<file path="config.mk">
export PLATFORM = sky130hd
export DESIGN_NAME = percent_url_decoder_unit
export DESIGN_NICKNAME = d
export VERILOG_FILES = /design/src/hdl/pud_pkg.sv /design/src/hdl/percent_url_decoder_unit.sv /design/src/hdl/pud_front.sv /design/src/hdl/pud_queue.sv /design/src/hdl/pud_back.sv
export SDC_FILE = /design/constraint.sdc
export NUM_CORES = 1
export LEC_CHECK = 0
export ABC_AREA = 0
export BUFFER_PORTS_ARGS = -buffer_cell sky130_fd_sc_hd__buf_2
export CORE_ASPECT_RATIO = 0.6
export CORE_MARGIN = 2
export CORE_UTILIZATION = 50
export CTS_BUF_LIST = sky130_fd_sc_hd__clkbuf_4
export CTS_CLUSTER_SIZE = 24
export DETAILED_ROUTE_END_ITERATION = 10
export PLACE_DENSITY = 0.66
export REMOVE_ABC_BUFFERS = 1
export SLEW_MARGIN = 20
export SYNTH_ARGS = -nofsm -noshare
export SYNTH_HDL_FRONTEND = slang
export SYNTH_HIERARCHICAL = 1
export SYNTH_SLANG_ARGS = --single-unit
</file>
<file path="constraint.sdc">
create_clock -name aclk -period 12.7 [get_ports aclk]
set_clock_uncertainty 0.05 [all_clocks]
set_input_delay 2.54 -clock aclk [delete_from_list [all_inputs] [get_ports aclk]]
set_output_delay 2.54 -clock aclk [all_outputs]
set_load 0.1 [all_outputs]
</file>
<file path="src/hdl/pud_pkg.sv">
// shared types and constants for the percent url decoder
// no dependencies
package pud_pkg;

    localparam int CHAR_W      = 8;
    localparam int LEN_W       = 12;
    localparam int MAX_CAND    = 3;
    localparam int CAND_CNT_W  = 2;
    localparam int QUEUE_DEPTH = 4;

    localparam logic [LEN_W-1:0]  LIMIT_RESET = 12'd255;

    localparam logic [CHAR_W-1:0] CH_PERCENT = 8'h25;
    localparam logic [CHAR_W-1:0] CH_PLUS    = 8'h2B;
    localparam logic [CHAR_W-1:0] CH_SPACE   = 8'h20;

    // escape sequence progress
    typedef enum logic [1:0] {
        PEND_NONE,
        PEND_PCT,
        PEND_DIGIT
    } pud_pend_t;

    // one classified input: up to three candidate bytes and the end mark
    typedef struct packed {
        logic                               last;
        logic [CAND_CNT_W-1:0]              num;
        logic [MAX_CAND-1:0][CHAR_W-1:0]    data;
    } pud_entry_t;

endpackage

</file>
<file path="src/hdl/percent_url_decoder_unit.sv">
// top level of the streaming url percent decoder
// depends on pud_pkg, pud_front, pud_queue, pud_back
//
// Input stream: one encoded character per transfer in s_axis_tdata, s_axis_tlast on the
// final character of a string. Output stream: one decoded byte per transfer,
// m_axis_tuser high when the byte is real; the final transfer of a string carries
// m_axis_tlast and the decoded length. A string that keeps no byte ends with a single
// transfer with m_axis_tuser low.
// A character that yields a byte passes through its queue entry (written at the transfer
// edge) and then the output register before it shows on m_axis_tvalid.
// Throughput: one character per cycle while each yields at most one byte. A character
// that flushes a broken escape yields two or three bytes and holds the back end while it
// emits each; the four-entry queue absorbs these, so input stalls only when it fills.
// out_limit is written by cfg_wr_en/cfg_wr_data; the user must write it only while the
// block is idle, which the block does not enforce; reset sets 255. Reset clears the escape
// state, the byte count, the queue and the output valid bit. When m_axis_tready is low the
// output register holds and the queue fills, then s_axis_tready drops.
module percent_url_decoder_unit import pud_pkg::*; #(
    parameter int QDEPTH = QUEUE_DEPTH
) (
    input  logic                aclk,
    input  logic                aresetn,
    input  logic                cfg_wr_en,
    input  logic [LEN_W-1:0]    cfg_wr_data,
    input  logic                s_axis_tvalid,
    output logic                s_axis_tready,
    input  logic [7:0]          s_axis_tdata,   // [7:0] in_char
    input  logic                s_axis_tlast,
    output logic                m_axis_tvalid,
    input  logic                m_axis_tready,
    output logic [23:0]         m_axis_tdata,   // [7:0] out_byte, [19:8] out_length, zeros
    output logic                m_axis_tuser,   // [0] out_valid
    output logic                m_axis_tlast
);

    logic [LEN_W-1:0]   limit_reg;
    logic               push, q_full, pop, head_valid;
    pud_entry_t         push_entry, head_entry;
    logic [CHAR_W-1:0]  out_byte;
    logic [LEN_W-1:0]   out_length;

    // limit register
    always_ff @(posedge aclk) begin
        if (!aresetn) begin
            limit_reg <= LIMIT_RESET;
        end else if (cfg_wr_en) begin
            limit_reg <= cfg_wr_data;
        end
    end

    assign s_axis_tready = !q_full;

    pud_front u_front (
        .aclk       (aclk),
        .aresetn    (aresetn),
        .s_tvalid   (s_axis_tvalid),
        .s_tready   (s_axis_tready),
        .s_char     (s_axis_tdata),
        .s_last     (s_axis_tlast),
        .push       (push),
        .push_entry (push_entry)
    );

    pud_queue #(
        .DEPTH (QDEPTH)
    ) u_queue (
        .aclk       (aclk),
        .aresetn    (aresetn),
        .push       (push),
        .push_entry (push_entry),
        .full       (q_full),
        .pop        (pop),
        .head_valid (head_valid),
        .head_entry (head_entry)
    );

    pud_back u_back (
        .aclk         (aclk),
        .aresetn      (aresetn),
        .out_limit    (limit_reg),
        .head_valid   (head_valid),
        .head_entry   (head_entry),
        .pop          (pop),
        .m_tvalid     (m_axis_tvalid),
        .m_tready     (m_axis_tready),
        .m_byte       (out_byte),
        .m_byte_valid (m_axis_tuser),
        .m_last       (m_axis_tlast),
        .m_length     (out_length)
    );

    assign m_axis_tdata = {4'd0, out_length, out_byte};

endmodule

</file>
<file path="src/hdl/pud_front.sv">
// front end: accepts characters, tracks escape sequences, emits candidate byte lists
// depends on pud_pkg
module pud_front import pud_pkg::*; (
    input  logic                aclk,
    input  logic                aresetn,
    input  logic                s_tvalid,
    input  logic                s_tready,
    input  logic [CHAR_W-1:0]   s_char,
    input  logic                s_last,
    output logic                push,
    output pud_entry_t          push_entry
);

    pud_pend_t          pend_reg, pend_next;
    logic [CHAR_W-1:0]  held_reg, held_next;

    // hex digit decode: {is_hex, nibble}
    function automatic logic [4:0] hex_decode(input logic [CHAR_W-1:0] c);
        logic [4:0] r;
        r = 5'd0;
        if (c >= 8'h30 && c <= 8'h39) begin
            r = {1'b1, c[3:0]};
        end else if ((c >= 8'h41 && c <= 8'h46) || (c >= 8'h61 && c <= 8'h66)) begin
            r = {1'b1, c[3:0] + 4'd9};
        end
        return r;
    endfunction

    // state registers
    always_ff @(posedge aclk) begin
        if (!aresetn) begin
            pend_reg <= PEND_NONE;
            held_reg <= '0;
        end else begin
            pend_reg <= pend_next;
            held_reg <= held_next;
        end
    end

    // classify the character and build the candidate list
    always_comb begin
        logic [4:0]             cur_hex;
        logic [4:0]             held_hex;
        logic                   do_fresh;
        logic [CAND_CNT_W-1:0]  cnt;
        logic [MAX_CAND-1:0][CHAR_W-1:0] data;

        cur_hex   = hex_decode(s_char);
        held_hex  = hex_decode(held_reg);
        do_fresh  = 1'b0;
        cnt       = '0;
        data      = '0;
        pend_next = pend_reg;
        held_next = held_reg;

        if (s_tvalid && s_tready) begin
            unique case (pend_reg)
                PEND_PCT: begin
                    if (cur_hex[4]) begin
                        held_next = s_char;
                        pend_next = PEND_DIGIT;
                    end else begin
                        pend_next = PEND_NONE;
                        data[cnt] = CH_PERCENT;
                        cnt       = cnt + 2'd1;
                        do_fresh  = 1'b1;
                    end
                end
                PEND_DIGIT: begin
                    pend_next = PEND_NONE;
                    held_next = '0;
                    if (cur_hex[4]) begin
                        data[cnt] = {held_hex[3:0], cur_hex[3:0]};
                        cnt       = cnt + 2'd1;
                    end else begin
                        data[cnt] = CH_PERCENT;
                        cnt       = cnt + 2'd1;
                        data[cnt] = held_reg;
                        cnt       = cnt + 2'd1;
                        do_fresh  = 1'b1;
                    end
                end
                default: begin
                    pend_next = PEND_NONE;
                    do_fresh  = 1'b1;
                end
            endcase

            // character taken on its own
            if (do_fresh) begin
                if (s_char == CH_PERCENT) begin
                    pend_next = PEND_PCT;
                end else begin
                    data[cnt] = (s_char == CH_PLUS) ? CH_SPACE : s_char;
                    cnt       = cnt + 2'd1;
                end
            end

            // end of string flushes any open escape
            if (s_last) begin
                if (pend_next == PEND_PCT) begin
                    data[cnt] = CH_PERCENT;
                    cnt       = cnt + 2'd1;
                end else if (pend_next == PEND_DIGIT) begin
                    data[cnt] = CH_PERCENT;
                    cnt       = cnt + 2'd1;
                    data[cnt] = held_next;
                    cnt       = cnt + 2'd1;
                end
                pend_next = PEND_NONE;
                held_next = '0;
            end
        end

        push            = s_tvalid && s_tready && ((cnt != '0) || s_last);
        push_entry.last = s_last;
        push_entry.num  = cnt;
        push_entry.data = data;
    end

endmodule

</file>
<file path="src/hdl/pud_queue.sv">
// small register queue between the front and back ends
// depends on pud_pkg
module pud_queue import pud_pkg::*; #(
    parameter int DEPTH = QUEUE_DEPTH
) (
    input  logic        aclk,
    input  logic        aresetn,
    input  logic        push,
    input  pud_entry_t  push_entry,
    output logic        full,
    input  logic        pop,
    output logic        head_valid,
    output pud_entry_t  head_entry
);

    localparam int PTR_W = (DEPTH > 1) ? $clog2(DEPTH) : 1;
    localparam int CNT_W = $clog2(DEPTH + 1);

    pud_entry_t         slots [DEPTH];
    logic [PTR_W-1:0]   wr_ptr_reg, wr_ptr_next;
    logic [PTR_W-1:0]   rd_ptr_reg, rd_ptr_next;
    logic [CNT_W-1:0]   count_reg, count_next;
    logic               do_push, do_pop;

    assign full       = (count_reg == CNT_W'(DEPTH));
    assign head_valid = (count_reg != '0);
    assign head_entry = slots[rd_ptr_reg];
    assign do_push    = push && !full;
    assign do_pop     = pop && head_valid;

    // pointer and fill count update
    always_comb begin
        wr_ptr_next = wr_ptr_reg;
        rd_ptr_next = rd_ptr_reg;
        count_next  = count_reg;
        if (do_push) begin
            wr_ptr_next = (wr_ptr_reg == PTR_W'(DEPTH - 1)) ? '0 : wr_ptr_reg + 1'b1;
        end
        if (do_pop) begin
            rd_ptr_next = (rd_ptr_reg == PTR_W'(DEPTH - 1)) ? '0 : rd_ptr_reg + 1'b1;
        end
        if (do_push && !do_pop) begin
            count_next = count_reg + 1'b1;
        end else if (do_pop && !do_push) begin
            count_next = count_reg - 1'b1;
        end
    end

    always_ff @(posedge aclk) begin
        if (!aresetn) begin
            wr_ptr_reg <= '0;
            rd_ptr_reg <= '0;
            count_reg  <= '0;
        end else begin
            wr_ptr_reg <= wr_ptr_next;
            rd_ptr_reg <= rd_ptr_next;
            count_reg  <= count_next;
        end
    end

    // slot storage
    always_ff @(posedge aclk) begin
        if (do_push) begin
            slots[wr_ptr_reg] <= push_entry;
        end
    end

endmodule

</file>
<file path="src/hdl/pud_back.sv">
// back end: walks candidate lists, applies the length limit, drives the output register
// depends on pud_pkg
module pud_back import pud_pkg::*; (
    input  logic                aclk,
    input  logic                aresetn,
    input  logic [LEN_W-1:0]    out_limit,
    input  logic                head_valid,
    input  pud_entry_t          head_entry,
    output logic                pop,
    output logic                m_tvalid,
    input  logic                m_tready,
    output logic [CHAR_W-1:0]   m_byte,
    output logic                m_byte_valid,
    output logic                m_last,
    output logic [LEN_W-1:0]    m_length
);

    logic [CAND_CNT_W-1:0]  idx_reg, idx_next;
    logic [LEN_W-1:0]       count_reg, count_next;
    logic                   m_valid_reg, m_valid_next;
    logic [CHAR_W-1:0]      m_byte_reg;
    logic                   m_bvalid_reg;
    logic                   m_last_reg;
    logic [LEN_W-1:0]       m_len_reg;

    logic                   out_free, emit, emit_bvalid, emit_last;
    logic [CHAR_W-1:0]      emit_byte;
    logic [LEN_W-1:0]       emit_len, next_len;
    logic                   keep, is_tail;

    assign out_free = !m_valid_reg || m_tready;
    assign next_len = count_reg + 1'b1;
    assign keep     = (idx_reg < head_entry.num) && (count_reg < out_limit);
    assign is_tail  = (idx_reg == head_entry.num - 1'b1);

    // one candidate per cycle into the output register, while it is free to load
    always_comb begin
        pop          = 1'b0;
        emit         = 1'b0;
        emit_bvalid  = 1'b0;
        emit_last    = 1'b0;
        emit_byte    = '0;
        emit_len     = count_reg;
        idx_next     = idx_reg;
        count_next   = count_reg;
        if (head_valid && out_free) begin
            if (keep) begin
                emit        = 1'b1;
                emit_bvalid = 1'b1;
                emit_byte   = head_entry.data[idx_reg];
                emit_len    = next_len;
                // later candidates would be dropped once the limit is hit
                emit_last   = head_entry.last && (is_tail || (next_len >= out_limit));
                count_next  = emit_last ? '0 : next_len;
                if (is_tail || emit_last) begin
                    pop      = 1'b1;
                    idx_next = '0;
                end else begin
                    idx_next = idx_reg + 1'b1;
                end
            end else begin
                // nothing kept from here on; close the string if needed
                pop      = 1'b1;
                idx_next = '0;
                if (head_entry.last) begin
                    emit       = 1'b1;
                    emit_last  = 1'b1;
                    count_next = '0;
                end
            end
        end
        m_valid_next = out_free ? emit : m_valid_reg;
    end

    // control registers
    always_ff @(posedge aclk) begin
        if (!aresetn) begin
            idx_reg     <= '0;
            count_reg   <= '0;
            m_valid_reg <= 1'b0;
        end else begin
            idx_reg     <= idx_next;
            count_reg   <= count_next;
            m_valid_reg <= m_valid_next;
        end
    end

    // output payload
    always_ff @(posedge aclk) begin
        if (out_free && emit) begin
            m_byte_reg   <= emit_byte;
            m_bvalid_reg <= emit_bvalid;
            m_last_reg   <= emit_last;
            m_len_reg    <= emit_len;
        end
    end

    assign m_tvalid     = m_valid_reg;
    assign m_byte       = m_byte_reg;
    assign m_byte_valid = m_bvalid_reg;
    assign m_last       = m_last_reg;
    assign m_length     = m_len_reg;

endmodule

</file>
==> results of run 1 <==
==> metal layers <==
layer	GRT usage	vias up	part of all wire
li1	-	2991	-
met5	0	-	0
met3	0.0598	30	0.10
met2	0.326	312	0.40
met4	0.0593	0	0.011
met1	0.361	3215	0.49
==> power groups by stage <==
| stage | sequential, W | clock, W | combinational, W |
|---|---|---|---|
| detailed placement | 0.000799 | 0 | 0.000791 |
| global placement | 0.000792 | 0 | 0.000779 |
| floorplan | 0.00109 | 0 | 0.000318 |
| CTS | 0.000786 | 0.000340 | 0.000793 |
| finish | 0.000784 | 0.000332 | 0.000793 |
| global route | 0.000795 | 0.000362 | 0.000840 |
==> Yosys cell counts, drive strengths merged (5+ instances only) <==
master  instances
edfxtp        130
a32o            7
nand3          20
a21oi          27
nor3b           5
a31oi           6
o211ai          5
ha             50
a211oi          9
nand4           8
buf            23
inv            47
o21ai          26
and2           15
xnor2          17
o22ai           9
mux2i          24
mux4           27
nor2b          16
and3            8
nor2           47
nand2          52
clkbuf         15
a221oi          8
o221ai          6
dfxtp          46
a22oi          17
nand2b          5
nor3            6
==> logic make-up (layout without fill, tap and decap cells) <==
kind of cell,Yosys count,in the layout
buffers and inverters,86,139
xor gates and xnor gates,22,22
and+or+nand+nor,201,201
other,1,4
AOI/OAI and AO/OA,170,170
muxes,51,51
adders and majority gates,51,51
DFF,176,176
==> through the flow <==
stage / instances / setup WS [ps] / hold slack (ps) / instance area, um2 / power [W]
global route: 1054 / 6090 / 476 / 10000 / 0.00200
finish: 1054 / 6350 / 451 / 10000 / 0.00191
CTS: 1054 / 6410 / 452 / 10000 / 0.00192
floorplan: 722 / 6370 / 390 / 9080 / 0.00141
detailed placement: 1022 / 5790 / 413 / 9710 / 0.00159
global placement: 1022 / 6090 / 408 / 9710 / 0.00157
==> worst max-delay path, delay by kind of cell <==
family / cells / cell delay, ps
xor+xnor: 1 / 170
fa+ha+maj: 4 / 1210
buf+inv: 4 / 590
simple gates: 6 / 1480
compound gates: 4 / 790
==> layout by cell type (no fill, tap or decap), drive strengths merged, types with 20 or more instances in the layout <==
cell	instances
o21ai	26
a21oi	27
buf	60
nand2	52
nand3	20
dfxtp	46
nor2	47
edfxtp	130
ha	50
mux4	27
inv	54
mux2i	24
==> final timing paths <==
check / slack (ps) / depth (start not counted) / endpoint / from
hold reg to reg: 450 / 2 / limit_reg[1]$_SDFFE_PN1P_ / limit_reg[1]$_SDFFE_PN1P_
hold / removal: 450 / 2 / limit_reg[1]$_SDFFE_PN1P_ / limit_reg[1]$_SDFFE_PN1P_
setup / recovery: 6350 / 19 / u_queue/count_reg[2]$_SDFFE_PN0P_ / s_axis_tdata[1]
setup reg to reg: 7250 / 19 / u_queue/count_reg[2]$_SDFFE_PN0P_ / u_back/count_reg[0]$_SDFFE_PN0P_
==> layout make-up <==
type / instances / area, um2
Multi-Input combinational cell: 499 / 4090
Fill cell: 1537 / 8190
Sequential cell: 176 / 4820
Clock inverter: 15 / 176
Clock buffer: 17 / 128
Timing Repair Buffer: 60 / 328
Tap cell: 240 / 300
Inverter: 47 / 176
==> Implementation_results.wiki, run 1 <==
{| class="wikitable"
! Metric !! Value
|-
| Setup violation total in the final timing report || 0
|-
| Num CTS Buffers || 17
|-
| Share of Yosys cell area claimed by the top area cell type || 0.417
|-
| Sw power || approximately 0.00083 W
|-
| Ys async rst share || 0
|-
| H-tree level count || 4
|-
| 1st-pass router iterations || 8
|-
| Most prevalent standard cell on the critical path || sky130_fd_sc_hd__ha_1
|-
| Adder-cell area share of the yosys netlist || 0.0689
|-
| Number of instances in the synthesized netlist || roughly 760
|-
| Number of buffers inserted to repair setup after CTS || 0
|-
| Clock network latency to the later pin of the worst-skew pair || ~600 ps
|-
| Part of the power in registers || 0.411
|-
| Yosys warns || 6
|-
| TritonCTS clock tree || built
|-
| Root Buffer Master || sky130_fd_sc_hd__clkbuf_4
|-
| Critical path's largest stage delay || 440 ps
|-
| Post-synth EDFFs || 130
|-
| Remaining antenna violation count after routing || 0
|-
| Max Freq || 158 MHz
|-
| Grt total ovfl || 0
|-
| Iter 0 DRT Violations || 783
|-
| Relative contribution of the clock network to total power || 0.174
|-
| Peak supply drop || roughly 0.14 mV
|-
| Detailed-route via count || about 6,500
|-
| Largest register by flop count || u_queue/slots
|-
| Static Leakage || ~3.7 nW
|-
| Internal Power || ~0.0011 W
|-
| Largest net degree at the start of global routing || 42
|-
| Main synth FF type || sky130_fd_sc_hd__edfxtp_1
|-
| Required arrival time at the worst endpoint || about 13,000 ps
|-
| Mux contribution to synthesized area || 0.0934
|-
| Dominant combinational cell family by area after synthesis || compound AO/OA/AOI/OAI gates
|-
| Count of instances resized after the clock tree is built || 0
|-
| Slowest CP cell || sky130_fd_sc_hd__nor2b_1
|-
| Count of hold buffers inserted by post-cts repair || 0
|-
| Period utilisation layout || 0.500
|-
| Cell taking the most area after synthesis || sky130_fd_sc_hd__edfxtp_1
|-
| Global placement routability congestion || 0.985
|-
| CTS clock-pin slew for the worst setup and hold paths || 140 ps
|-
| RSZ-0062 raised after global routing || no
|-
| Final hold viol count || 0
|-
| Maximum clock path buffer count || 2
|-
| First-pass GRT wire length || about 35,000 um
|-
| Initial cell density of the core || 0.514
|-
| I/O pins || between 50 and 60
|-
| Proportion of layout cells with a drive suffix above 1 || 0.170
|-
| DRC violation count after routing || 0
|-
| Worst setup SP type || primary input
|-
| Type of destination of the critical path || flop
|-
| Final #Nets || 878
|-
| Data arrival time at the worst-slack endpoint || 6810 ps
|-
| Overall track demand over capacity in global routing || 0.234
|-
| Power density normalized to cell area || 191 mW/mm2
|-
| Setup total negative slack || 0 ps
|-
| Number of distinct standard cells referenced by the synthesized netlist || 90
|-
| Tightest slew margin relative to the limit || 0.347
|-
| Seq/Total Area, Yosys || 0.515
|-
| Cell types with the largest area share after synthesis || sky130_fd_sc_hd__edfxtp_1 42%, sky130_fd_sc_hd__dfxtp_1 9.8%, sky130_fd_sc_hd__ha_1 6.7%
|-
| Half-perimeter wire length of the detailed placement result || about 17,000 um
|-
| Min Clock Period, post-route || between 6000 and 7000 ps
|-
| Detailed-route wire length || between 20,000 and 25,000 um
|-
| Sw frac || 0.437
|-
| Transition time at the pin with the least slew margin || 973 ps
|-
| Flip-flop and latch count after synthesis || about 180
|-
| Basic-gate share of the synthesized area counting and, or, nand and nor cells || 0.110
|-
| Die span in x || roughly 180 um
|-
| Via count of the first global-routing pass || 6,117
|-
| Post-DR wirelength/cell || around 22 um
|-
| Fin util || 0.550
|-
| Worst path cell trace || buf_2 > inv_1 > ha_1 > nor3b_1 > a311oi_2 > buf_4 > nor2_2 > nand3_1 > ha_1 > nand2_1 > o22a_1 > a21oi_1 > nor2b_1 > ha_1 > inv_1 > fa_1 > xor2_1 > or3_1 > a21boi_0
|-
| Slew Viols, Final || 0
|-
| Antenna diode count || 0
|-
| Core ar. || roughly 0.018 mm2
|-
| Flip-flop count of the largest register after layout || between 100 and 150
|-
| Critical path peak fanout || 11
|-
| Vertical extent of the die || around 110 um
|-
| Synth Area in Compound Gates || 0.139
|-
| Antenna violations before repair || 0
|-
| HP Class || flop to flop
|-
| Start-to-end type of the worst setup path || primary input to flop
|-
| XOR/XNOR share of the synthesized area || 0.0220
|-
| Count of clock tree sinks || ~180
|-
| Outcome || finished clean
|-
| Syn_area_per_cell || about 12 um2
|-
| Cell area after synthesis || ~0.0094 mm2
|-
| Area overhead of the layout relative to synthesis || 7.01%
|-
| IO buf count || 49
|-
| Share of total power in combinational logic || 0.415
|-
| Max-cap violations || 0
|-
| Detail-routed via count per cell || between 6 and 7
|-
| Die area || a little under 0.02 mm2
|-
| Number of core rows || 38
|}
Power figures use the tool's default switching activity.
==> run 2: changes to the inputs <==
==> constraint.sdc (replaced) <==
create_clock -name aclk -period 6.3 [get_ports aclk]
set_clock_uncertainty 0.05 [all_clocks]
set_input_delay 1.26 -clock aclk [delete_from_list [all_inputs] [get_ports aclk]]
set_output_delay 1.26 -clock aclk [all_outputs]
set_load 0.1 [all_outputs]
==> Implementation_results.wiki, run 2 (synthesis gave the netlist of run 1 again) <==
{| class="wikitable"
! Metric !! Value
|-
| Outcome || finished clean
|-
| Half-perimeter wire length of the detailed placement result || 16,700 um (-0.76%)
|-
| Most frequent cells in the layout || 130 x sky130_fd_sc_hd__edfxtp_1, 51 x sky130_fd_sc_hd__nand2_1, 50 x sky130_fd_sc_hd__ha_1
|-
| Proportion of layout cells with a drive suffix above 1 || 0.170 (unchanged)
|-
| Overall track demand over capacity in global routing || 0.235 (+0.000873)
|-
| Most common cell after layout, fill and taps aside || sky130_fd_sc_hd__edfxtp_1
|-
| Remaining antenna violation count after routing || 0 (unchanged)
|-
| Area overhead of the layout relative to synthesis || 7.01% (unchanged)
|-
| Antenna violations before repair || 0 (unchanged)
|-
| Detailed-route via count || 6,574 (+0.40%)
|-
| Iter 0 DRT Violations || 750 (-4.2%)
|-
| Die span in x || 181 um (unchanged)
|-
| DRC violation count after routing || 0 (unchanged)
|-
| HP Class || flop to flop
|-
| TritonCTS clock tree || built
|-
| Static Leakage || 3.71 nW (about the same)
|-
| Maximum clock path buffer count || 2 (unchanged)
|-
| Max-cap violations || 0 (unchanged)
|-
| Period utilisation layout || 0.843
|-
| Power density normalized to cell area || 385 mW/mm2 (+100%)
|-
| Antenna diode count || 0 (unchanged)
|-
| Start-to-end type of the worst setup path || flop to flop
|-
| Setup total negative slack || 0 ps (unchanged)
|-
| Detailed-route wire length || 23,000 um (+0.97%)
|-
| Number of core rows || 38 (unchanged)
|-
| Count of clock tree sinks || 176 (unchanged)
|-
| Worst setup SP type || flop
|-
| Final #Nets || 878 (unchanged)
|-
| Setup violation total in the final timing report || 0 (unchanged)
|-
| Post-placement cell area || 0.00972 mm2 (about the same)
|-
| Slew Viols, Final || 0 (unchanged)
|-
| H-tree level count || 4 (unchanged)
|-
| Via count of the first global-routing pass || 6,196 (+1.3%)
|-
| First-pass GRT wire length || 35,000 um (+1.1%)
|-
| I/O pins || 54 (unchanged)
|-
| Fillers || 1,523 (-0.91%)
|-
| Core ar. || 0.0182 mm2 (unchanged)
|-
| Count of hold buffers inserted by post-cts repair || 0 (unchanged)
|-
| Type of destination of the critical path || flop
|-
| Die area || 0.0199 mm2 (unchanged)
|-
| Min Clock Period, post-route || about 5300 ps
|-
| Required arrival time at the worst endpoint || 6740 ps (-6420 ps)
|-
| Largest register by flop count || u_queue/slots
|-
| CTS clock-pin slew for the worst setup and hold paths || 140 ps (about the same)
|-
| Flip-flop count of the largest register after layout || 108 (unchanged)
|-
| Number of buffers inserted to repair setup after CTS || 0 (unchanged)
|-
| Data arrival time at the worst-slack endpoint || 5760 ps (-1050 ps)
|-
| Peak supply drop || 0.254 mV (+84%)
|-
| Grt total ovfl || 0 (unchanged)
|-
| Max Freq || ~190 MHz
|-
| Transition time at the pin with the least slew margin || 997 ps (+24.5 ps)
|-
| IO buf count || 49 (unchanged)
|-
| Post-DR wirelength/cell || 21.8 um (+0.97%)
|-
| Vertical extent of the die || 110 um (unchanged)
|-
| Post-layout instance area || 0.0100 mm2 (unchanged)
|-
| Initial cell density of the core || 0.514 (unchanged)
|-
| Largest net degree at the start of global routing || 42 (unchanged)
|-
| Global placement routability congestion || 0.960 (-2.6%)
|-
| Final hold viol count || 0 (unchanged)
|-
| Num CTS Buffers || 17 (unchanged)
|-
| Root Buffer Master || sky130_fd_sc_hd__clkbuf_4
|-
| Detail-routed via count per cell || 6.24 (+0.40%)
|-
| Tightest slew margin relative to the limit || 0.331 (-0.0164)
|-
| 1st-pass router iterations || 5 (-3)
|-
| RSZ-0062 raised after global routing || no
|-
| Clock network latency to the later pin of the worst-skew pair || 570 ps (-30 ps)
|-
| Critical path peak fanout || 7 (-4)
|-
| Count of instances resized after the clock tree is built || 0 (unchanged)
|}
==> run 2: changes by cell type in the layout (fill, tap and decap cells not counted) <==
cell / before / now
sky130_fd_sc_hd__clkbuf_4: 17 / 18
sky130_fd_sc_hd__inv_4: 1 / 0
sky130_fd_sc_hd__inv_8: 2 / 3
sky130_fd_sc_hd__clkinv_2: 2 / 1
sky130_fd_sc_hd__inv_6: 4 / 5
sky130_fd_sc_hd__clkinv_8: 1 / 0
==> run 2: worst max-delay path, stage by stage (launching register included) <==
cell and delay [ps]:
sky130_fd_sc_hd__dfxtp_1 480, sky130_fd_sc_hd__ha_1 300, sky130_fd_sc_hd__nand3_1 310, sky130_fd_sc_hd__nor4_1 680, sky130_fd_sc_hd__and3_1 300, sky130_fd_sc_hd__xor2_1 240
sky130_fd_sc_hd__ha_1 290, sky130_fd_sc_hd__nand2_1 70, sky130_fd_sc_hd__nor2_1 40, sky130_fd_sc_hd__a2111o_1 360, sky130_fd_sc_hd__a211o_1 380, sky130_fd_sc_hd__nor3_1 170
sky130_fd_sc_hd__nor2_1 80, sky130_fd_sc_hd__o31ai_1 150, sky130_fd_sc_hd__ha_1 290, sky130_fd_sc_hd__inv_1 60, sky130_fd_sc_hd__fa_1 370, sky130_fd_sc_hd__xor2_1 170
sky130_fd_sc_hd__or3_1 300, sky130_fd_sc_hd__a21boi_0 160
==> run 2: layout make-up <==
class	instances	area [um2]	area share
Timing Repair Buffer	60	328	0.0327
Sequential cell	176	4820	0.481
Multi-Input combinational cell	499	4090	0.408
Tap cell	240	300	0.0300
Inverter	47	176	0.0176
Clock buffer	18	135	0.0135
Clock inverter	14	169	0.0169
==> run 2: where the power goes <==
group          total, W  internal [W]  switching, W
clock network  0.000670      0.000256      0.000414
logic           0.00159      0.000416       0.00118
registers       0.00159       0.00150     0.0000901
total           0.00386       0.00217       0.00168
==> run 2: worst paths after layout <==
path	startpoint	end	slack, ps	cells past startpoint
max	u_back/count_reg[0]$_SDFFE_PN0P_	u_queue/count_reg[2]$_SDFFE_PN0P_	990	19
min reg2reg	limit_reg[2]$_SDFFE_PN1P_	limit_reg[2]$_SDFFE_PN1P_	440	2
min	limit_reg[2]$_SDFFE_PN1P_	limit_reg[2]$_SDFFE_PN1P_	440	2
max reg2reg	u_back/count_reg[0]$_SDFFE_PN0P_	u_queue/count_reg[2]$_SDFFE_PN0P_	990	19
==> run 2: per-layer routing <==
metal  share of wire  routed length, um  global-route usage
met5               0                  0                   0
met4           0.011                252              0.0565
met3           0.099               2280              0.0621
met2            0.40               9190               0.323
met1            0.49              11300               0.366
==> run 2: stage by stage <==
stage | hold slack (ps) | power, W | utilization | cells | worst slack (ps)
3_3_place_gp | 408 | 0.00316 | 0.533 | 1022 | 1010
4_1_cts | 452 | 0.00388 | 0.550 | 1054 | 1100
2_1_floorplan | 390 | 0.00283 | - | 722 | 1250
6_report | 443 | 0.00386 | 0.550 | 1054 | 988
3_5_place_dp | 416 | 0.00321 | 0.534 | 1022 | 839
5_1_grt | 474 | 0.00405 | 0.550 | 1054 | 620
